**config.mk**
```make
export PLATFORM = sky130hd
export DESIGN_NAME = stsi_queue
export DESIGN_NICKNAME = d
export VERILOG_FILES = /design/src/hw/rtl/stsi_pkg.sv /design/src/hw/rtl/stsi_queue.sv
export SDC_FILE = /design/constraint.sdc
export NUM_CORES = 1
export LEC_CHECK = 0
export ABC_CLOCK_PERIOD_IN_PS = 2400
export BUFFER_PORTS_ARGS = -buffer_cell sky130_fd_sc_hd__clkbuf_2
export CAP_MARGIN = 20
export CORE_ASPECT_RATIO = 1.75
export CORE_MARGIN = 4
export CORE_UTILIZATION = 51
export CTS_CLUSTER_DIAMETER = 120
export DETAILED_ROUTE_END_ITERATION = 12
export GPL_ROUTABILITY_DRIVEN = 0
export GPL_TIMING_DRIVEN = 0
export PLACE_DENSITY_LB_ADDON = 0.15
export REMOVE_ABC_BUFFERS = 1
export SYNTH_ARGS = -nofsm -noshare
export SYNTH_HDL_FRONTEND = slang
export SYNTH_SLANG_ARGS = --single-unit
```
**constraint.sdc**
```tcl
create_clock -name clk -period 2.4 [get_ports clk]
set_input_delay 0.12 -clock clk [delete_from_list [all_inputs] [get_ports clk]]
set_output_delay 0.12 -clock clk [all_outputs]
set_load 0.05 [all_outputs]
```
**src/hw/rtl/stsi_pkg.sv**
```systemverilog
// Shared types, sizes and status codes of the symbol table search/insert block.
package stsi_pkg;

  localparam int TABLE_SIZE  = 128;
  localparam int NAME_CHARS  = 128;
  localparam int IDX_W       = $clog2(TABLE_SIZE);
  localparam int CNT_W       = $clog2(TABLE_SIZE + 1);
  localparam int POS_W       = $clog2(NAME_CHARS);
  localparam int NS_AW       = IDX_W + POS_W;
  localparam int NS_DEPTH    = 1 << NS_AW;
  localparam int SLOT_W      = 7;
  localparam int QUEUE_DEPTH = 2;
  localparam int QPTR_W      = (QUEUE_DEPTH > 1) ? $clog2(QUEUE_DEPTH) : 1;
  localparam int QCNT_W      = $clog2(QUEUE_DEPTH + 1);

  typedef enum logic [2:0] {
    ST_OK        = 3'd0,
    ST_NOT_FOUND = 3'd1,
    ST_DUPLICATE = 3'd2,
    ST_FULL      = 3'd3,
    ST_TOO_LONG  = 3'd4
  } status_t;

  typedef enum logic {
    MODE_SEARCH = 1'b0,
    MODE_INSERT = 1'b1
  } mode_t;

  typedef struct packed {
    logic        mode;
    logic [7:0]  name_char;
    logic        last_char;
    logic [15:0] entry_address;
    logic        entry_type;
  } in_item_t;

  typedef struct packed {
    status_t           status;
    logic [SLOT_W-1:0] slot_index;
    logic [15:0]       found_address;
    logic              found_type;
  } out_item_t;

  // Classified character beat, as passed from front to back
  typedef struct packed {
    logic [7:0]       ch;
    logic [POS_W-1:0] pos;
    logic             ovf;
    logic             last;
    logic             mode;
    logic [15:0]      addr;
    logic             etype;
  } queue_item_t;

endpackage

```
**src/hw/rtl/stsi_queue.sv**
```systemverilog
// Short FIFO between front and back ends.
module stsi_queue
  import stsi_pkg::*;
(
  input  logic        clk,
  input  logic        rst,
  input  logic        push_valid,
  output logic        push_ready,
  input  queue_item_t push_item,
  output logic        pop_valid,
  input  logic        pop,
  output queue_item_t pop_item
);

  queue_item_t       slots [QUEUE_DEPTH];
  logic [QPTR_W-1:0] wr_ptr;
  logic [QPTR_W-1:0] rd_ptr;
  logic [QCNT_W-1:0] fill;
  logic              do_push;
  logic              do_pop;

  assign push_ready = (fill != QCNT_W'(QUEUE_DEPTH));
  assign pop_valid  = (fill != '0);
  assign pop_item   = slots[rd_ptr];
  assign do_push    = push_valid && push_ready;
  assign do_pop     = pop && pop_valid;

  always_ff @(posedge clk) begin
    if (do_push) begin
      slots[wr_ptr] <= push_item;
    end
  end

  always_ff @(posedge clk) begin
    if (rst) begin
      wr_ptr <= '0;
      rd_ptr <= '0;
      fill   <= '0;
    end else begin
      if (do_push) begin
        wr_ptr <= (wr_ptr == QPTR_W'(QUEUE_DEPTH - 1)) ? '0 : wr_ptr + QPTR_W'(1);
      end
      if (do_pop) begin
        rd_ptr <= (rd_ptr == QPTR_W'(QUEUE_DEPTH - 1)) ? '0 : rd_ptr + QPTR_W'(1);
      end
      fill <= fill + QCNT_W'(do_push) - QCNT_W'(do_pop);
    end
  end

endmodule

```
==> impl_metrics.ini <==
[status]
outcome = complete, no violations

[route]
viasPerCell = 5.08
top_layer = met4
postRouteAntennaNets = 0
wl_met1_um = 1750
dr.pass1.iters = 4
drcViolationCount = 0
finalWirelength_um = 5130
routedWlPerCell_um = 16.2
route.met3.wl_um = 255
dr_wl_met2_um = 3000
first_iter_violations = 65
vias = 1604

[cts]
postCtsSetupBuffers = 0
cts_buffers = 9
htree_levels = 3
cts_root_buf = clkbuf_8
clkTransAtPathRegs_ns = 0.07
clock_sinks = 75
clock_path_buffers = 2
cts_tree = done
worstSkewPairLatency_ns = 0.33

[layout]
drive_above_1_share_pct = 49.0
insertedDiodeCount = 0
fin_util_pct = 72.1
nFillCells = 370
area_growth_syn_to_layout_pct = 36.4
final_area_mm2 = 0.00379
fin_nets = 296

[timing]
tns_ns = 0
relSlewSlack_pct = 43.2
finalCritPeriodShare_pct = 83.8
rsz0062_at_grt = no
min_period_ns = 2.01
slew_viol_final = 0
fin_worst_skew_ns = 0.00435
tightestPinTransition_ns = 0.853
setup_viol = 0
hold_viol = 0
max_freq_mhz = 497

[logic_synthesis]
ys_async_sr_fraction_pct = 0
seq_area_frac_synth_pct = 79.3
synth_area_mm2 = 0.00278
synth_top_area_share_pct = 75.7
syn_inst = 138
synth_most_common_cell = edfxtp_1
ys_seq_elements = 75
synth-edff-count = 70
synth_cell_type_count = 23
synth.avg_cell_area_um2 = 20.1
ys_warn_count = 0
yosysTopAreaCell = edfxtp_1
synth_ff_type = edfxtp_1
synth.area.top_cells = edfxtp_1 (76%), mux2_2 (14%), dfxtp_1 (3.6%), nor2_1 (0.68%), buf_2 (0.54%)
yosys-top-cells-count = edfxtp_1 (70), mux2_2 (35), dfxtp_1 (5), nor2_1 (5), buf_2 (3)

[global_route]
first_global_vias = 1850
antenna_found_initial = 0
grt_overflow = 0
grtUsageTotal_pct = 17.3
grt_max_degree = 36
grt_pass1_wl_um = 8690

[floorplan]
num_rows = 35
io_pins = 76
core_area_mm2 = 0.00526
die_y_um = 106
die_x_um = 63.8
dieArea_mm2 = 0.00673
start_util_pct = 52.8

[worst_setup_path]
cp.required_ns = 2.28
cp.arrival_ns = 1.89
crit_path_start_kind = flop
cp_max_fo = 35
endpoint_kind = output port
worst-setup-path-type = reg2out

[power]
ir_worst_vdd_v = 0.000642
p_leak_nw = 1.48
power.density_mw_per_mm2 = 1030

[placed_design]
postPlaceCellArea_mm2 = 0.00323
post-dp-hpwl_um = 3320
port_buffers = 75

[min_path]
hp-class = in2reg

[job]
max_cap_viol_count = 0
## worst max-delay path: stages (launching register included)
cell      delay [ns]
dfxtp_2         0.89
mux2_2          0.41
clkbuf_2        0.24
## where the power goes
group	switching (mW)	internal, mW	total (mW)
Sequential	0.114	1.59	1.71
Clock	0.418	0.583	1.00
Combinational	0.804	0.376	1.18
Total	1.34	2.55	3.89
## cell families (layout without fill, tap and decap cells)
| logic type | after synthesis | count (layout) | share of synthesized area [%] |
|---|---|---|---|
| xor+xnor | 1 | 1 | 0.316 |
| fa+ha+maj | 1 | 1 | 0.451 |
| flops | 75 | 75 | 79.3 |
| compound gates | 7 | 7 | 1.85 |
| buf+inv | 5 | 128 | 0.946 |
| mux | 36 | 36 | 14.6 |
| simple gates | 13 | 13 | 2.52 |
## final cells by class
| class | count | area, um2 | area share (%) |
|---|---|---|---|
| Clock buffer | 11 | 131 | 3.47 |
| Clock inverter | 5 | 77.6 | 2.05 |
| Inverter | 1 | 3.75 | 0.0991 |
| Multi-Input combinational cell | 58 | 549 | 14.5 |
| Sequential cell | 75 | 2200 | 58.2 |
| Tap cell | 55 | 68.8 | 1.82 |
| Timing Repair Buffer | 111 | 753 | 19.9 |
## worst paths after layout
| kind | from | slack, ns | to | depth (start not counted) |
|---|---|---|---|---|
| worst max-delay path | flop | 0.39 | pop_item[27] | 2 |
| worst max register to register | fill[0]$_SDFF_PP0_ | 0.57 | slots[1][34]$_DFFE_PP_ | 2 |
| worst min-delay path | rst | 0.04 | flop | 2 |
| worst min register to register | rd_ptr$_SDFFE_PP0P_ | 0.51 | flop | 2 |
## timing repair
action	in CTS	in global routing
hold buffers	35	0
hold endpoints to repair	70	0
resized for setup	0	0
## metal layers
| metal | track usage (%) | vias up |
|---|---|---|
| met5 | 0 | - |
| met4 | 8.50 | 0 |
| met3 | 4.05 | 11 |
| met2 | 32.6 | 51 |
| met1 | 17.2 | 770 |
| li1 | - | 772 |
## per-stage QoR
stage | hold WS (ns) | std cells | worst slack [ns] | power, mW
finish | 0.0416 | 316 | 0.389 | 3.89
floorplan | 0.189 | 134 | 0.106 | 2.60
global placement | 0.308 | 264 | 0.110 | 2.83
detailed placement | 0.313 | 265 | 0.559 | 2.88
global route | 0.0218 | 316 | 0.290 | 4.05
CTS | 0.0231 | 316 | 0.348 | 3.93
## state kept, by name, indices dropped and copies added, names as in the netlist, named ones only
signal and count:
rd_ptr 1, wr_ptr 1, slots 70, fill 2
## layout by cell type, fill, tap and decap left out, types with 2 or more instances in the layout
cell type / n
o21ai_0: 2
mux2_2: 35
edfxtp_1: 70
dlygate4sd3_1: 35
clkbuf_1: 2
clkbuf_8: 9
dfxtp_1: 4
nor2b_1: 2
nor2_1: 5
clkbuf_2: 75
bufinv_16: 2
Note: power is estimated with default switching activity, not from simulation.
