===== src/hw/rtl/stsi_pkg.sv =====
// Shared types, sizes and status codes of the symbol table search/insert block.
package stsi_pkg;

  localparam int TABLE_SIZE  = 128;
  localparam int NAME_CHARS  = 128;
  localparam int IDX_W       = $clog2(TABLE_SIZE);
  localparam int CNT_W       = $clog2(TABLE_SIZE + 1);
  localparam int POS_W       = $clog2(NAME_CHARS);
  localparam int NS_AW       = IDX_W + POS_W;
  localparam int NS_DEPTH    = 1 << NS_AW;
  localparam int SLOT_W      = 7;
  localparam int QUEUE_DEPTH = 2;
  localparam int QPTR_W      = (QUEUE_DEPTH > 1) ? $clog2(QUEUE_DEPTH) : 1;
  localparam int QCNT_W      = $clog2(QUEUE_DEPTH + 1);

  typedef enum logic [2:0] {
    ST_OK        = 3'd0,
    ST_NOT_FOUND = 3'd1,
    ST_DUPLICATE = 3'd2,
    ST_FULL      = 3'd3,
    ST_TOO_LONG  = 3'd4
  } status_t;

  typedef enum logic {
    MODE_SEARCH = 1'b0,
    MODE_INSERT = 1'b1
  } mode_t;

  typedef struct packed {
    logic        mode;
    logic [7:0]  name_char;
    logic        last_char;
    logic [15:0] entry_address;
    logic        entry_type;
  } in_item_t;

  typedef struct packed {
    status_t           status;
    logic [SLOT_W-1:0] slot_index;
    logic [15:0]       found_address;
    logic              found_type;
  } out_item_t;

  // Classified character beat, as passed from front to back
  typedef struct packed {
    logic [7:0]       ch;
    logic [POS_W-1:0] pos;
    logic             ovf;
    logic             last;
    logic             mode;
    logic [15:0]      addr;
    logic             etype;
  } queue_item_t;

endpackage


===== src/hw/rtl/stsi_front.sv =====
// Front end: takes character beats, tracks position and overflow, classifies each beat.
module stsi_front
  import stsi_pkg::*;
(
  input  logic        clk,
  input  logic        rst,
  input  logic        in_valid,
  output logic        in_stall,
  input  in_item_t    in_data,
  output logic        push_valid,
  input  logic        push_ready,
  output queue_item_t push_item
);

  logic [POS_W-1:0] pos;
  logic             ovf;
  logic             eff_ovf;
  logic             accept;

  // name may hold at most NAME_CHARS-1 characters
  assign eff_ovf    = ovf || (pos >= POS_W'(NAME_CHARS - 1));
  assign in_stall   = !push_ready;
  assign push_valid = in_valid;
  assign accept     = in_valid && push_ready;

  always_comb begin
    push_item.ch    = in_data.name_char;
    push_item.pos   = pos;
    push_item.ovf   = eff_ovf;
    push_item.last  = in_data.last_char;
    push_item.mode  = in_data.mode;
    push_item.addr  = in_data.entry_address;
    push_item.etype = in_data.entry_type;
  end

  always_ff @(posedge clk) begin
    if (rst) begin
      pos <= '0;
      ovf <= 1'b0;
    end else if (accept) begin
      if (in_data.last_char) begin
        pos <= '0;
        ovf <= 1'b0;
      end else if (eff_ovf) begin
        ovf <= 1'b1;
      end else begin
        pos <= pos + POS_W'(1);
      end
    end
  end

endmodule


===== config.mk =====
export PLATFORM = sky130hd
export DESIGN_NAME = stsi_front
export DESIGN_NICKNAME = d
export VERILOG_FILES = /design/src/hw/rtl/stsi_pkg.sv /design/src/hw/rtl/stsi_front.sv
export SDC_FILE = /design/constraint.sdc
export NUM_CORES = 1
export LEC_CHECK = 0
export BUFFER_PORTS_ARGS = -buffer_cell sky130_fd_sc_hd__buf_2
export CELL_PAD_IN_SITES_DETAIL_PLACEMENT = 0
export CELL_PAD_IN_SITES_GLOBAL_PLACEMENT = 1
export CORE_MARGIN = 2
export CORE_UTILIZATION = 21
export DETAILED_ROUTE_END_ITERATION = 16
export PLACE_DENSITY_LB_ADDON = 0.1
export SETUP_SLACK_MARGIN = 0.15
export SLEW_MARGIN = 20
export SYNTH_ARGS = -nofsm -noshare
export SYNTH_HDL_FRONTEND = slang
export SYNTH_SLANG_ARGS = --single-unit

===== constraint.sdc =====
create_clock -name clk -period 1.6 [get_ports clk]
set_clock_uncertainty 0.15 [all_clocks]
set_input_delay 0.08 -clock clk [delete_from_list [all_inputs] [get_ports clk]]
set_output_delay 0.08 -clock clk [all_outputs]
set_load 0.03 [all_outputs]

==> metrics.txt <==
Synth Area in Simple Gates=around 17%; Mapped Area=646 µm²; initial antenna violation count=0; Pre-Repair DR Iteration Count=4; Mapped Nets=112; vias in the first global route=slightly below 600; Num CTS Buffers=3; fin. max-slew vios=0; Max Clock Freq=between 600 and 700 MHz; Hold Path Cell Cnt=3; RSZ-0062 raised after global routing=true; compound-gate portion of the synthesized area=a little under a fifth; Diodes inserted=0; RR Startpoint=pos[6]$_SDFFE_PP0P_; Die Y=59.4 µm; kind of critical path=reg2out; H-tree depth=1; FF+latch area=between 150 and 200 µm²; CTS root buf=clkbuf_4; WL final=1730 µm; Detail Route Antenna Nets=0; gr usage total=between 10% and 20%; dpl ws=-0.00151 ns; mux contribution to synthesized area=approximately 1.6%; yosys warns=0; worst hold endpoint=ovf$_SDFFE_PP0P_; Hold Startpoint=push_ready; via count=approximately 570; post-synthesis adder-cell area fraction=1.94%; CORE AREA=0.00298 mm²; status=finished with violations; FF-to-FF End=pos[5]$_SDFFE_PP0P_; Max-Cap Viols=0; slew margin rel.=approximately three quarters; die area=0.00353 mm²; internal power=310 µW; CP Launch Type=register; post-layout min period=1.55 ns; share of cells above drive strength 1=roughly 54%; Hold Fails Final Rpt=1; Switching Fraction=between 20 and 30%; Layout area overhead=18.8%; Psw=around 130 µW; IR drop worst, VDD=0.160 mV; via/cell ratio=between 4 and 5; first-pass GRT wire length=2770 µm; Final Instance Area=767 µm²; I/O pin total=68; reg-to-reg slack, setup=approximately 0.060 ns; largest net degree at the start of global routing=8; Overflow after GRT=0; residual DRC count=0; crit path DAT=1.32 ns; pwr dens=577 mW/mm²; sequential share of power=43.9%; Max Fanout on Critical Path=5; Skew-Pair Late Insertion Delay=~0.27 ns; Hold Slack=-0.00955 ns; DPL Wire Length=1250 µm; Seq/Total Area, Yosys=between 20% and 30%; syn avg cell area=about 8.1 µm²; Die W=59.4 µm; Clk pwr share=between 40% and 50%; Comb pwr share=approximately an eighth; Synth Area in XOR/XNOR=0%; WL per Instance=between 10 and 15 µm; CP endpoint kind=output pin; flops & latches, synth=8; setup violators final=0; Longest Clk Path Bufs=2; Leak Pwr=roughly 0.31 nW; Multi-input gate area=about 320 µm²; Net count, final=about 120; post-route setup TNS=0 ns; Initial Util=a little over a fifth; Initial DRC Count=9; CP Launch Point=pos[0]$_SDFFE_PP0P_; Slew @ Worst Pin=approximately 0.38 ns; fill cell count=330; final worst-path cycle share=a little under 100%; main combinational cell family by area after synthesis=buffers and inverters; violations in the final reports=negative hold slack; CTS tree=built; gpl congestion=just over 0.7; fin cells=~120; clock sinks=8; IO Port Bufs=15; required time of the critical path=between 1 and 1.5 ns; # rows=20; Synth cell types=27; dpl cell area=about 620 µm²; dpl cells=105; R2R depth=4; register clock-pin slew on the reported worst setup and hold paths=around 0.070 ns; Final Power=442 µW; HP Class=in2reg; cell count after synthesis=80; final worst setup slack=0.0473 ns
area by class of cell:
type	count	area share, %
Tap cell	33	5.38
Multi-Input combinational cell	40	41.3
Timing Repair Buffer	28	24.5
Clock buffer	4	3.43
Sequential cell	8	24.0
Inverter	3	1.47
layout by cell type (no fill, tap or decap), drive strengths merged, types with 3 or more instances in the layout:
cell type / n
clkbuf: 4
inv: 3
nand3: 3
dfxtp: 8
o21ai: 3
a31oi: 3
nor2: 4
buf: 26
a21oi: 4
metal layers:
metal,vias up,routed length [µm],GRT usage [%]
li1,261,-,-
met1,258,658,10.6
met2,33,845,18.5
met3,14,169,3.49
met4,0,54,6.82
met5,-,0,0
critical path, cell delays in order (launching register included):
cell and delay, ns:
dfxtp_4 0.37, ha_4 0.16, a21o_1 0.15, nand3_2 0.08, buf_6 0.11, nand2b_4 0.05, buf_6 0.13
Yosys cell counts, drive strengths merged:
| cell type | number | area, µm² |
|---|---|---|
| a21o | 1 | 7.51 |
| a21oi | 4 | 20.0 |
| a31oi | 3 | 18.8 |
| a41oi | 2 | 25.0 |
| and3 | 1 | 6.26 |
| and4 | 1 | 10.0 |
| buf | 29 | 218 |
| dfxtp | 8 | 160 |
| ha | 1 | 12.5 |
| inv | 3 | 11.3 |
| mux2i | 1 | 10.0 |
| nand2 | 2 | 7.51 |
| nand2b | 1 | 6.26 |
| nand3 | 3 | 15.0 |
| nand3b | 1 | 7.51 |
| nand4 | 2 | 12.5 |
| nor2 | 4 | 15.0 |
| nor2b | 1 | 6.26 |
| nor3 | 2 | 10.0 |
| o21a | 2 | 15.0 |
| o21ai | 3 | 15.0 |
| o22ai | 1 | 6.26 |
| o31a | 1 | 8.76 |
| o31ai | 1 | 7.51 |
| or2 | 1 | 6.26 |
| or4 | 1 | 7.51 |
stage by stage:
stage               utilization (%)  hold slack, ns
finish                         25.8        -0.00955
global route                   25.8          0.0100
CTS                            25.8         0.00132
detailed placement             20.7          0.0102
global placement               20.7          0.0102
floorplan                         -        -0.00800
what timing repair did:
action | 4_1_cts | 5_1_grt
pin swaps | 5 | 4
gates resized for setup | 14 | 0
endpoints found under the hold margin | 2 | 0
hold buffers | 2 | 0
buffers inserted | 5 | 0
endpoints found under the setup margin | 3 | 6
flip-flops by register name, summed over array words and instances (netlist names):
name,count
ovf,1
pos,7
cell families (layout without fill, tap and decap cells):
kind of cell             after synthesis  after routing
buffers and inverters                 32             35
multiplexers                           1              1
flip-flops                             8              8
AO/OA/AOI/OAI                         18             18
adder cells (fa/ha/maj)                1              1
AND/OR/NAND/NOR                       20             20
power by group through the flow:
stage,clock network [mW],registers [mW],logic [mW]
after global routing,0.206,0.195,0.0634
final,0.191,0.194,0.0572
after global placement,0,0.200,0.0520
after floorplan,0,0.203,0.151
after detailed placement,0,0.200,0.0511
after CTS,0.193,0.194,0.0581
worst max path at each step:
| stage | endpoint | cells past startpoint | slack (ns) |
|---|---|---|---|
| floorplan | pos[5]$_SDFFE_PP0P_ | 4 | 0.11 |
| global placement | pos[5]$_SDFFE_PP0P_ | 4 | -0.02 |
| detailed placement | pos[5]$_SDFFE_PP0P_ | 4 | -0.002 |
| CTS | push_item[19] | 6 | 0.05 |
| global route | push_item[19] | 6 | -0.007 |
| finish | push_item[19] | 6 | 0.05 |
Power figures use the tool's default switching activity.
